--- config.mk ---
export PLATFORM = sky130hd
export DESIGN_NAME = cascaded_ema_decimator_unit
export DESIGN_NICKNAME = d
export VERILOG_FILES = /design/src/hdl/cema_pkg.sv /design/src/hdl/cascaded_ema_decimator_unit.sv /design/src/hdl/cema_seq.sv /design/src/hdl/cema_dp.sv
export SDC_FILE = /design/constraint.sdc
export NUM_CORES = 2
export LEC_CHECK = 0
export ABC_AREA = 1
export BUFFER_PORTS_ARGS = -buffer_cell sky130_fd_sc_hd__buf_2
export CORE_MARGIN = 10
export CORE_UTILIZATION = 35
export CTS_CLUSTER_DIAMETER = 50
export DETAILED_ROUTE_END_ITERATION = 8
export GPL_TIMING_DRIVEN = 1
export SLEW_MARGIN = 5
export SYNTH_ARGS = -nofsm -noshare
export SYNTH_HDL_FRONTEND = slang
export SYNTH_SLANG_ARGS = --single-unit
--- constraint.sdc ---
create_clock -name clk -period 7 [get_ports clk]
set_clock_uncertainty 0.1 [all_clocks]
set_input_delay 0.35 -clock clk [delete_from_list [all_inputs] [get_ports clk]]
set_output_delay 0.35 -clock clk [all_outputs]
set_load 0.01 [all_outputs]
--- src/hdl/cema_pkg.sv ---
package cema_pkg;

	localparam int NUM_STAGES = 4;
	localparam int STAGE_W    = 2;
	localparam int PC_W       = 4;
	localparam int OUT_FRAC   = 16;
	localparam int OUT_W      = 32;
	localparam int CNT_W      = 16;
	localparam int EQ_W       = 24;
	localparam int TICKS_W    = 25;
	localparam int CFG_IDX_W  = 8;
	localparam int CFG_DATA_W = 32;

	// command codes carried in the input tuser
	localparam logic [1:0] OPC_START = 2'd0;
	localparam logic [1:0] OPC_TICK  = 2'd1;
	localparam logic [1:0] OPC_STOP  = 2'd2;

	// register map
	localparam logic [CFG_IDX_W-1:0] REG_RATIO = 8'd0;
	localparam logic [CFG_IDX_W-1:0] REG_COEF  = 8'd1;
	localparam logic [CFG_IDX_W-1:0] REG_EQUIL = 8'd2;
	localparam logic [CFG_IDX_W-1:0] REG_COUNT = 8'd3;

	// datapath operations of a control word
	localparam logic [2:0] OP_NOP   = 3'd0;
	localparam logic [2:0] OP_SUB   = 3'd1;
	localparam logic [2:0] OP_MUL   = 3'd2;
	localparam logic [2:0] OP_ACC   = 3'd3;
	localparam logic [2:0] OP_CHECK = 3'd4;
	localparam logic [2:0] OP_EMIT  = 3'd5;

	localparam logic [PC_W-1:0] PC_SKIP = 4'd14;

	typedef struct packed {
		logic [2:0]         op;
		logic [STAGE_W-1:0] stage;
		logic               jmp_nz;
		logic [PC_W-1:0]    target;
		logic               done;
	} ucode_t;

	typedef struct packed {
		logic   fire;
		ucode_t uc;
	} seq_ctl_t;

	// per stage: diff, multiply, accumulate; then countdown check, and emit only once the countdown is zero
	function automatic ucode_t ucode_rom(input logic [PC_W-1:0] pc);
		ucode_t w;
		case (pc)
			4'd0:  w = '{OP_SUB, 2'd0, 1'b0, 4'd0, 1'b0};
			4'd1:  w = '{OP_MUL, 2'd0, 1'b0, 4'd0, 1'b0};
			4'd2:  w = '{OP_ACC, 2'd0, 1'b0, 4'd0, 1'b0};
			4'd3:  w = '{OP_SUB, 2'd1, 1'b0, 4'd0, 1'b0};
			4'd4:  w = '{OP_MUL, 2'd1, 1'b0, 4'd0, 1'b0};
			4'd5:  w = '{OP_ACC, 2'd1, 1'b0, 4'd0, 1'b0};
			4'd6:  w = '{OP_SUB, 2'd2, 1'b0, 4'd0, 1'b0};
			4'd7:  w = '{OP_MUL, 2'd2, 1'b0, 4'd0, 1'b0};
			4'd8:  w = '{OP_ACC, 2'd2, 1'b0, 4'd0, 1'b0};
			4'd9:  w = '{OP_SUB, 2'd3, 1'b0, 4'd0, 1'b0};
			4'd10: w = '{OP_MUL, 2'd3, 1'b0, 4'd0, 1'b0};
			4'd11: w = '{OP_ACC, 2'd3, 1'b0, 4'd0, 1'b0};
			4'd12: w = '{OP_CHECK, 2'd3, 1'b1, PC_SKIP, 1'b0};
			4'd13: w = '{OP_EMIT, 2'd3, 1'b0, 4'd0, 1'b1};
			default: w = '{OP_NOP, 2'd0, 1'b0, 4'd0, 1'b1};
		endcase
		return w;
	endfunction

endpackage

--- src/hdl/cascaded_ema_decimator_unit.sv ---
// Start and stop commands do not make the block busy; it stays ready for the next command.
// A tick runs a 14-step microprogram: three steps per EMA stage on one shared
// multiplier, then a countdown check and, once the countdown is zero, an emit step.
// Emit registers the datapoint; no new command is taken before the microprogram ends.
// arst_n clears control state, config registers go to their defaults, the block is idle.
module cascaded_ema_decimator_unit #(
	parameter int SAMPLE_BITS     = 16,
	parameter int STATE_FRAC_BITS = 24,
	parameter int COEF_FRAC_BITS  = 16
) (
	input  logic                                clk,
	input  logic                                arst_n,
	input  logic                                s_axis_tvalid,
	output logic                                s_axis_tready,
	input  logic [((SAMPLE_BITS+7)/8)*8-1:0]    s_axis_tdata,   // sample
	input  logic [1:0]                          s_axis_tuser,   // opcode
	output logic                                m_axis_tvalid,
	input  logic                                m_axis_tready,
	output logic [47:0]                         m_axis_tdata,   // datapoint, datapoint_index
	output logic                                m_axis_tlast,
	input  logic                                cfg_valid,
	output logic                                cfg_ready,
	input  logic [cema_pkg::CFG_IDX_W-1:0]      cfg_index,
	input  logic [cema_pkg::CFG_DATA_W-1:0]     cfg_data
);

	localparam int COEF_W = COEF_FRAC_BITS + 1;
	localparam logic [COEF_W-1:0] COEF_RST = COEF_W'((64'd49164 << COEF_FRAC_BITS) >> 16);
	localparam logic [COEF_W-1:0] COEF_ONE = {1'b1, {COEF_FRAC_BITS{1'b0}}};

	logic [cema_pkg::CNT_W-1:0]   ratio_q;
	logic [COEF_W-1:0]            coef_q;
	logic [cema_pkg::EQ_W-1:0]    equil_q;
	logic [cema_pkg::CNT_W-1:0]   count_q;

	logic                         running_q;
	logic [cema_pkg::TICKS_W-1:0] ticks_q;
	logic [cema_pkg::CNT_W-1:0]   emitted_q;

	logic                         out_valid_q;
	logic [cema_pkg::OUT_W-1:0]   out_dp_q;
	logic [cema_pkg::CNT_W-1:0]   out_idx_q;
	logic                         out_last_q;

	logic                         accept;
	logic                         busy;
	logic                         launch;
	logic                         do_start;
	logic                         hold;
	logic                         emit_fire;
	logic                         check_fire;
	logic                         is_last;
	logic [cema_pkg::CNT_W-1:0]   ratio_eff;
	logic [COEF_W-1:0]            coef_eff;
	logic [cema_pkg::OUT_W-1:0]   datapoint;
	cema_pkg::seq_ctl_t           ctl;

	assign s_axis_tready = !busy;
	assign cfg_ready     = 1'b1;
	assign accept        = s_axis_tvalid && s_axis_tready;

	assign do_start = accept && (s_axis_tuser == cema_pkg::OPC_START) && !running_q;
	assign launch   = accept && (s_axis_tuser == cema_pkg::OPC_TICK) && running_q;

	assign ratio_eff = (ratio_q == '0) ? cema_pkg::CNT_W'(1) : ratio_q;
	assign coef_eff  = coef_q[COEF_W-1] ? COEF_ONE : coef_q;

	// emit waits only while the previous datapoint is still unclaimed
	assign hold       = (ctl.uc.op == cema_pkg::OP_EMIT) && out_valid_q && !m_axis_tready;
	assign emit_fire  = ctl.fire && (ctl.uc.op == cema_pkg::OP_EMIT);
	assign check_fire = ctl.fire && (ctl.uc.op == cema_pkg::OP_CHECK);
	assign is_last    = ({1'b0, emitted_q} + 17'd1) >= {1'b0, count_q};

	cema_seq u_seq (
		.clk     (clk),
		.arst_n  (arst_n),
		.launch  (launch),
		.cond_nz (ticks_q != '0),
		.hold    (hold),
		.busy    (busy),
		.ctl     (ctl)
	);

	cema_dp #(
		.SAMPLE_BITS     (SAMPLE_BITS),
		.STATE_FRAC_BITS (STATE_FRAC_BITS),
		.COEF_FRAC_BITS  (COEF_FRAC_BITS)
	) u_dp (
		.clk       (clk),
		.clear     (do_start),
		.load      (launch),
		.sample    (s_axis_tdata[SAMPLE_BITS-1:0]),
		.coef      (coef_eff),
		.ctl       (ctl),
		.datapoint (datapoint)
	);

	always_ff @(posedge clk or negedge arst_n) begin
		if (!arst_n) begin
			ratio_q <= cema_pkg::CNT_W'(1);
			coef_q  <= COEF_RST;
			equil_q <= '0;
			count_q <= cema_pkg::CNT_W'(1);
		end else if (cfg_valid && cfg_ready) begin
			case (cfg_index)
				cema_pkg::REG_RATIO: ratio_q <= cfg_data[cema_pkg::CNT_W-1:0];
				cema_pkg::REG_COEF:  coef_q  <= cfg_data[COEF_W-1:0];
				cema_pkg::REG_EQUIL: equil_q <= cfg_data[cema_pkg::EQ_W-1:0];
				cema_pkg::REG_COUNT: count_q <= cfg_data[cema_pkg::CNT_W-1:0];
				default: begin
				end
			endcase
		end
	end

	always_ff @(posedge clk or negedge arst_n) begin
		if (!arst_n) begin
			running_q   <= 1'b0;
			ticks_q     <= '0;
			emitted_q   <= '0;
			out_valid_q <= 1'b0;
		end else begin
			if (do_start) begin
				running_q <= 1'b1;
				ticks_q   <= {1'b0, equil_q} + cema_pkg::TICKS_W'(ratio_eff);
				emitted_q <= '0;
			end else if (accept && (s_axis_tuser == cema_pkg::OPC_STOP)) begin
				running_q <= 1'b0;
			end
			if (check_fire && (ticks_q != '0)) begin
				ticks_q <= ticks_q - 1'b1;
			end
			if (emit_fire) begin
				ticks_q   <= cema_pkg::TICKS_W'(ratio_eff - 1'b1);
				emitted_q <= emitted_q + 1'b1;
				if (is_last) begin
					running_q <= 1'b0;
				end
			end
			if (emit_fire) begin
				out_valid_q <= 1'b1;
			end else if (m_axis_tready) begin
				out_valid_q <= 1'b0;
			end
		end
	end

	always_ff @(posedge clk) begin
		if (emit_fire) begin
			out_dp_q   <= datapoint;
			out_idx_q  <= emitted_q;
			out_last_q <= is_last;
		end
	end

	assign m_axis_tvalid = out_valid_q;
	assign m_axis_tdata  = {out_idx_q, out_dp_q};
	assign m_axis_tlast  = out_last_q;

	a_emit_running: assert property (@(posedge clk) disable iff (!arst_n)
		emit_fire |-> running_q)
		else $error("datapoint emitted while idle");

	a_last_idles: assert property (@(posedge clk) disable iff (!arst_n)
		(emit_fire && is_last) |=> !running_q)
		else $error("still running after last datapoint");

	a_valid_source: assert property (@(posedge clk) disable iff (!arst_n)
		$rose(m_axis_tvalid) |-> $past(emit_fire))
		else $error("output valid without an emit step");

endmodule

--- src/hdl/cema_seq.sv ---
module cema_seq (
	input  logic                clk,
	input  logic                arst_n,
	input  logic                launch,
	input  logic                cond_nz,
	input  logic                hold,
	output logic                busy,
	output cema_pkg::seq_ctl_t  ctl
);

	logic [cema_pkg::PC_W-1:0] pc_q;
	logic                      busy_q;
	cema_pkg::ucode_t          uc;

	always_comb begin
		uc       = cema_pkg::ucode_rom(pc_q);
		ctl.uc   = uc;
		ctl.fire = busy_q && !hold;
	end

	assign busy = busy_q;

	always_ff @(posedge clk or negedge arst_n) begin
		if (!arst_n) begin
			pc_q   <= '0;
			busy_q <= 1'b0;
		end else if (launch) begin
			pc_q   <= '0;
			busy_q <= 1'b1;
		end else if (ctl.fire) begin
			if (uc.done) begin
				busy_q <= 1'b0;
			end else if (uc.jmp_nz && cond_nz) begin
				pc_q <= uc.target;
			end else begin
				pc_q <= pc_q + 1'b1;
			end
		end
	end

endmodule

--- src/hdl/cema_dp.sv ---
module cema_dp #(
	parameter int SAMPLE_BITS     = 16,
	parameter int STATE_FRAC_BITS = 24,
	parameter int COEF_FRAC_BITS  = 16
) (
	input  logic                              clk,
	input  logic                              clear,
	input  logic                              load,
	input  logic signed [SAMPLE_BITS-1:0]     sample,
	input  logic [COEF_FRAC_BITS:0]           coef,
	input  cema_pkg::seq_ctl_t                ctl,
	output logic [cema_pkg::OUT_W-1:0]        datapoint
);

	localparam int ST_W      = SAMPLE_BITS + STATE_FRAC_BITS;
	localparam int DIFF_W    = ST_W + 1;
	localparam int COEF_W    = COEF_FRAC_BITS + 1;
	localparam int PROD_W    = DIFF_W + COEF_W + 1;
	localparam int OUT_SHIFT = STATE_FRAC_BITS - cema_pkg::OUT_FRAC;

	logic signed [ST_W-1:0]   y_q [cema_pkg::NUM_STAGES];
	logic signed [ST_W-1:0]   x_q;
	logic signed [DIFF_W-1:0] diff_q;
	logic signed [PROD_W-1:0] prod_q;

	logic signed [ST_W-1:0]   y_sel;
	logic signed [DIFF_W-1:0] diff_d;
	logic signed [PROD_W-1:0] prod_d;
	logic signed [PROD_W-1:0] inc_full;
	logic signed [ST_W-1:0]   acc_d;
	logic signed [ST_W-1:0]   dp_sh;

	always_comb begin
		y_sel    = y_q[ctl.uc.stage];
		diff_d   = {x_q[ST_W-1], x_q} - {y_sel[ST_W-1], y_sel};
		prod_d   = diff_q * $signed({1'b0, coef});
		// arithmetic shift floors; the true sum always fits the state width
		inc_full = prod_q >>> COEF_FRAC_BITS;
		acc_d    = y_sel + inc_full[ST_W-1:0];
		dp_sh    = y_q[cema_pkg::NUM_STAGES-1] >>> OUT_SHIFT;
	end

	assign datapoint = cema_pkg::OUT_W'(dp_sh);

	always_ff @(posedge clk) begin
		if (clear) begin
			for (int i = 0; i < cema_pkg::NUM_STAGES; i++) begin
				y_q[i] <= '0;
			end
		end
		if (load) begin
			x_q <= {sample, {STATE_FRAC_BITS{1'b0}}};
		end
		if (ctl.fire) begin
			case (ctl.uc.op)
				cema_pkg::OP_SUB: begin
					diff_q <= diff_d;
				end
				cema_pkg::OP_MUL: begin
					prod_q <= prod_d;
				end
				cema_pkg::OP_ACC: begin
					y_q[ctl.uc.stage] <= acc_d;
					x_q               <= acc_d;
				end
				default: begin
				end
			endcase
		end
	end

endmodule

== Word level (Yosys, flattened, before mapping) ==
Memory sizes are Yosys's and may differ from the RTL's. A register that Yosys moved wholly into a read port is not among the register bits.
Cells that the tools add are included.

* Register bits: 275
* Bits in writable memories: 160
* Bits in read-only memories: 160
* Input port bits: 63
* Output and inout port bits: 52
* Word-level logic and storage cells: 104
* Memories: 2

* $add $sub $neg: 8
* $mul: 1
* Order comparisons: 1
* Eq/ne operators: 11
* Muxes and demuxes: 31
* Reduce and logical (&&, ||, !) cells: 35

{| class="wikitable"
|+ Memory list
! memory !! words !! bits a word !! rd ports !! clocked after memory_dff !! wr ports !! line !! RTL
|-
| (no name shown) || 16 || 10 || 1 || 0 || 0 || cema_pkg.sv:51 || <nowiki>case (pc)</nowiki>
|-
| u_dp.y_q || 4 || 40 || 2 || 1 || 4 || cema_dp.sv:21 || <nowiki>logic signed [ST_W-1:0] y_q [cema_pkg::NUM_STAGES];</nowiki>
|}

{| class="wikitable"
|+ Operator list
! cell !! number
|-
| $mux 40 || 4
|-
| $mux 25 || 3
|-
| $mul 41x18->56 || 1
|-
| $mux 16 || 3
|-
| $sub 40x40->41 || 1
|-
| $add 40x40->40 || 1
|-
| $reduce_or 40->1 || 1
|-
| $add 24x16->25 || 1
|-
| $reduce_bool 25->1 || 1
|-
| $sub 25x1->25 const B || 1
|-
| $add 16x1->17 const B || 1
|-
| $ge 17x16->1 || 1
|-
| $mux 17 || 1
|-
| $sub 16x1->17 const B || 1
|-
| $add 16x1->16 const B || 1
|-
| $eq 8x2->1 const B || 2
|-
| $logic_not 16->1 || 1
|-
| $mux 4 || 4
|-
| $reduce_and 2->1 || 8
|-
| $mux 1 || 15
|-
| $logic_and 1x1->1 || 13
|-
| $eq 8x1->1 const B || 1
|-
| $logic_not 8->1 || 1
|-
| $reduce_bool 2->1 || 4
|-
| other kinds (11) || 16
|}

== Depth between registers and ports, before layout ==
An unclocked memory read counts as a cell.

* Depth in word-level cells: 10
* Mapped depth: 32
* Mapped depth without buffers: 28

== Cells and area by module ==
From an unflattened synthesis, not the netlist that was laid out.

* Cell total of the unflattened synthesis: 6793
* Area, all modules: 51610.7 um2

{| class="wikitable"
|+ By module, submodules not included
! module !! times used !! cells each !! area each (um2)
|-
| cema_dp || 1 || 5479 || 41497.3
|-
| cascaded_ema_decimator_unit || 1 || 1243 || 9595.5
|-
| cema_seq || 1 || 71 || 518.0
|}

== Worst setup path after synthesis ==
OpenSTA, ideal clock, no wires.

* Path kind: register to register
* From: reg coef_q[16]
* To: reg u_dp.prod_q[55] (data pin)
* Setup time: 0.252 ns
* Arrival time: 6.146 ns
* Data required time: 6.648 ns
* Path slack: 0.502 ns
* Cell stages (with the launch flop): 28
* Period minus slack after synthesis: 6.498 ns
* Cell sequence: dfrtp_1 > clkbuf_1 > clkinv_1 > buf_2 > nand2_1 > clkbuf_1 > nor2_1 > fa_1 > inv_1 > fa_1 > inv_1 > fa_1 > inv_1 > fa_1 > inv_1 > fa_1 > fa_1 > ha_1 > nand2_1 > nor2_1 > inv_1 > nor4_1 > nand2_1 > o21bai_1 > nand3_1 > inv_1 > nand2_1 > nand2_1

* Longest elaborated chain between the ends: 2

{| class="wikitable"
|+ RTL lines
! item !! line !! RTL
|-
| start: declaration || cascaded_ema_decimator_unit.sv:32 || <nowiki>logic [COEF_W-1:0] coef_q;</nowiki>
|-
| start signal: assignment || cascaded_ema_decimator_unit.sv:107 || <nowiki>cema_pkg::REG_COEF: coef_q <= cfg_data[COEF_W-1:0];</nowiki>
|-
| $mux 17 || cascaded_ema_decimator_unit.sv:66 || <nowiki>assign coef_eff = coef_q[COEF_W-1] ? COEF_ONE : coef_q;</nowiki>
|-
| $mul 41x18->56 || cema_dp.sv:36 || <nowiki>prod_d = diff_q * $signed({1'b0, coef});</nowiki>
|-
| named net u_dp.prod_d[55] || cema_dp.sv:28 || <nowiki>logic signed [PROD_W-1:0] prod_d;</nowiki>
|-
| end signal: assignment || cema_dp.sv:60 || <nowiki>prod_q <= prod_d;</nowiki>
|-
| end: declaration || cema_dp.sv:24 || <nowiki>logic signed [PROD_W-1:0] prod_q;</nowiki>
|}

The timed path passes the listed nets, and every way through them passes these cells.
A chain may end at the register's enable or synchronous reset.

== Worst setup path in the final report ==
* From: reg coef_q[16]
* To: reg u_dp.prod_q[39] (data pin)

Same word-level chain as after synthesis.

==> reports/qor.csv <==
metric;value;unit
area of the core;140000;sq um
Ports;115;
worst skew pair latency;0.67;ns
area grow syn2layout;11.9;%
Design Area, Final;55400;sq um
full die area;157000;sq um
top cell type by total area after synthesis;fa_1;
part of the cycle the worst path needs;0.965;
normalized max-slew margin;0.319;
Fmax;148;MHz
H-Tree Depth;3;
top post-synthesis cells by count;1616 x nand2_1, 1305 x inv_1, 782 x nor2_1, 637 x fa_1, 290 x edfxtp_1;
vias in the first global route;42343;
Worst VDD drop;0.300;mV
Syn Inst Count;6305;
DIE HEIGHT;396;microns
Mapped Area;49500;sq um
total number of vias;41984;
GRT Total Usage;0.218;
Yosys reg bits;451;
Die X;396;microns
Worst Path Arrival;7.09;ns
HPWL Detailed;140000;microns
actual slew at the worst max-slew pin;1.02;ns
Crit. End Element;register;
placed cells;8206;
Worst-path clk slew;0.06;ns
final cell count without fillers;8368;
Worst Reg-to-Reg Cells;22;
Synth Net Count;7250;
WL final;173000;microns
first-pass GRT wire length;262000;microns
startpoint types;register;
fin nets;7382;
Inserted Clock Buffers;67;
Power Density;439;nW/um^2
Initial Util;0.354;
clk buf depth;3;
Setup violations, final;0;
number of remaining DRC errors;0;
Hold Path Cell Cnt;3;
CP Max Fanout;40;
hold_ws;0.0966;ns
worst path required time;7.34;ns
Yosys cell types;59;
gr ovfl total;0;
Leak;27.7;nW
layout cells sized above 1;0.0636;
Sink Count;451;
FFs w/ async S/R, synth;0.268;
number of synthesized flops with an enable pin;290;
top post-synthesis cells by area;fa_1 26%, edfxtp_1 18%, nand2_1 12%, inv_1 9.9%, ha_1 6.2%;
Hold Crit Class;in -> reg;
Via density;5.02;
Detail Route Antenna Nets;0;
synthesis warning total;0;
ys flop type;edfxtp_1;
fin util;0.396;
global placement routability congestion;1.01;
Slew Limit Fails;0;
TritonCTS clock tree;done;
register area share after synthesis;0.253;
initial antenna violation count;8;
Port Buffers;105;
critical path class;reg -> reg;
final hold vios;0;
max_cap viols;0;
most common cell in the synthesized netlist;nand2_1;
Tmin final;6.75;ns
drt pass-1 iters;6;
wire per inst;20.6;microns
RSZ-0062 raised after global routing;false;
Root Buffer;clkbuf_16;
placed standard-cell area;52700;sq um
largest net degree at the start of global routing;66;
Avg Synthesized Cell Area;7.86;sq um
Yosys top cell area share;0.257;
setup tns final;0;ns
DRT iter0 DRCs;3363;
Core Rows;137;
outcome;finished, final reports clean;
-- area by class of cell --
type                    count  area, sq um
clock buffers              79         1750
fillers                 14438        84600
repair buffers            260         2010
multi-input cells        4332        31300
inverters                1324         4980
diodes                      1         2.50
clock inverters            44          524
repair inverters            1         7.51
flip-flops and latches    451        12500
well taps                1876         2350
-- placed cells by master (no fill, tap or decap), drive strengths merged, types with 9 or more instances in the layout --
master,synthesis,final
nand3b,19,19
dfrtp,115,115
a21boi,12,12
ha,245,245
a32oi,38,38
a21oi,218,218
clkbuf,152,79
o21ai,232,232
o21bai,23,23
nand2,1620,1620
a21o,13,13
fa,637,637
nor3,34,34
dfxtp,40,40
edfxtp,290,290
xnor2,29,29
inv,1317,1331
or2,14,14
nand3,210,210
clkinv,7,27
buf,46,226
nor4,11,11
o211ai,10,10
dlygate4sd3,0,34
nand4,37,37
xor2,94,94
o22ai,9,9
a31oi,14,14
nor2,787,787
-- flip-flops by register name, indices dropped and copies added (netlist names), 4 cells and up --
name	cells
count_q	16
out_idx_q	16
u_dp.y_q	160
coef_q	17
u_seq.pc_q	4
u_dp.x_q	40
u_dp.prod_q	40
out_dp_q	32
ticks_q	25
ratio_q	16
u_dp.diff_q	41
equil_q	24
emitted_q	16
-- final timing paths --
path                       slack, ns       startpoint               to
setup / recovery                0.25       coef_q[16]  u_dp.prod_q[39]
min in group asynchronous       0.21           arst_n        running_q
hold / removal                   0.1     cfg_data[15]      equil_q[15]
hold reg to reg                 0.36  u_dp.y_q[3][39]     out_dp_q[31]
max in group asynchronous       5.20           arst_n       equil_q[9]
setup reg to reg                0.25       coef_q[16]  u_dp.prod_q[39]
-- worst max-delay path: stages, from the launching register on --
cell and delay, ns:
dfrtp_2 0.43, clkinvlp_4 0.20, nand2_1 0.15, buf_12 0.25, inv_1 0.14, nand2_1 0.11, fa_1 0.50, fa_1 0.53
inv_1 0.06, fa_1 0.50, inv_1 0.05, fa_1 0.55, fa_1 0.45, fa_1 0.54, inv_1 0.11, ha_1 0.42
a21oi_1 0.12, o21ai_0 0.44, a21oi_1 0.14, nor2_1 0.17, nor2_1 0.06, nand3_1 0.15, xor2_1 0.35
-- cells by family (layout without fill, tap and decap cells) --
| kind of cell | after synthesis | after routing | synth area share |
|---|---|---|---|
| other cells | 1 | 2 | 0.0000757 |
| buf+inv | 1522 | 1708 | 0.117 |
| compound gates | 580 | 580 | 0.0657 |
| flops | 451 | 451 | 0.253 |
| mux | 6 | 6 | 0.00121 |
| simple gates | 2740 | 2740 | 0.222 |
| xor+xnor | 123 | 123 | 0.0217 |
| fa+ha+maj | 882 | 882 | 0.319 |
-- through the flow --
| stage | worst slack (ns) | total power, W |
|---|---|---|
| after floorplan | 0.502 | 0.0143 |
| after detailed placement | 0.140 | 0.0205 |
| after global routing | 0.00704 | 0.0260 |
| after global placement | 0.197 | 0.0205 |
| final | 0.248 | 0.0243 |
| after CTS | 0.100 | 0.0241 |
-- report_power, final --
part	internal (W)	total (W)	switching (W)
Clock	0.00201	0.00344	0.00143
Combinational	0.00462	0.0161	0.0114
Sequential	0.00407	0.00481	0.000746
-- metal layers --
| metal | global-route usage | up-vias | share of wire |
|---|---|---|---|
| li1 | - | 19437 | - |
| met1 | 0.293 | 20745 | 0.43 |
| met2 | 0.356 | 1494 | 0.46 |
| met3 | 0.0359 | 306 | 0.068 |
| met4 | 0.0722 | 2 | 0.034 |
| met5 | 0 | - | 0.000069 |
-- what timing repair did --
item | in CTS | in global routing
setup buffers | 0 | 3
gates resized for setup | 0 | 11
endpoints found under the hold margin | 97 | 0
hold buffers | 34 | 0
endpoints found under the setup margin | 0 | 35
Power figures use the tool's default switching activity.
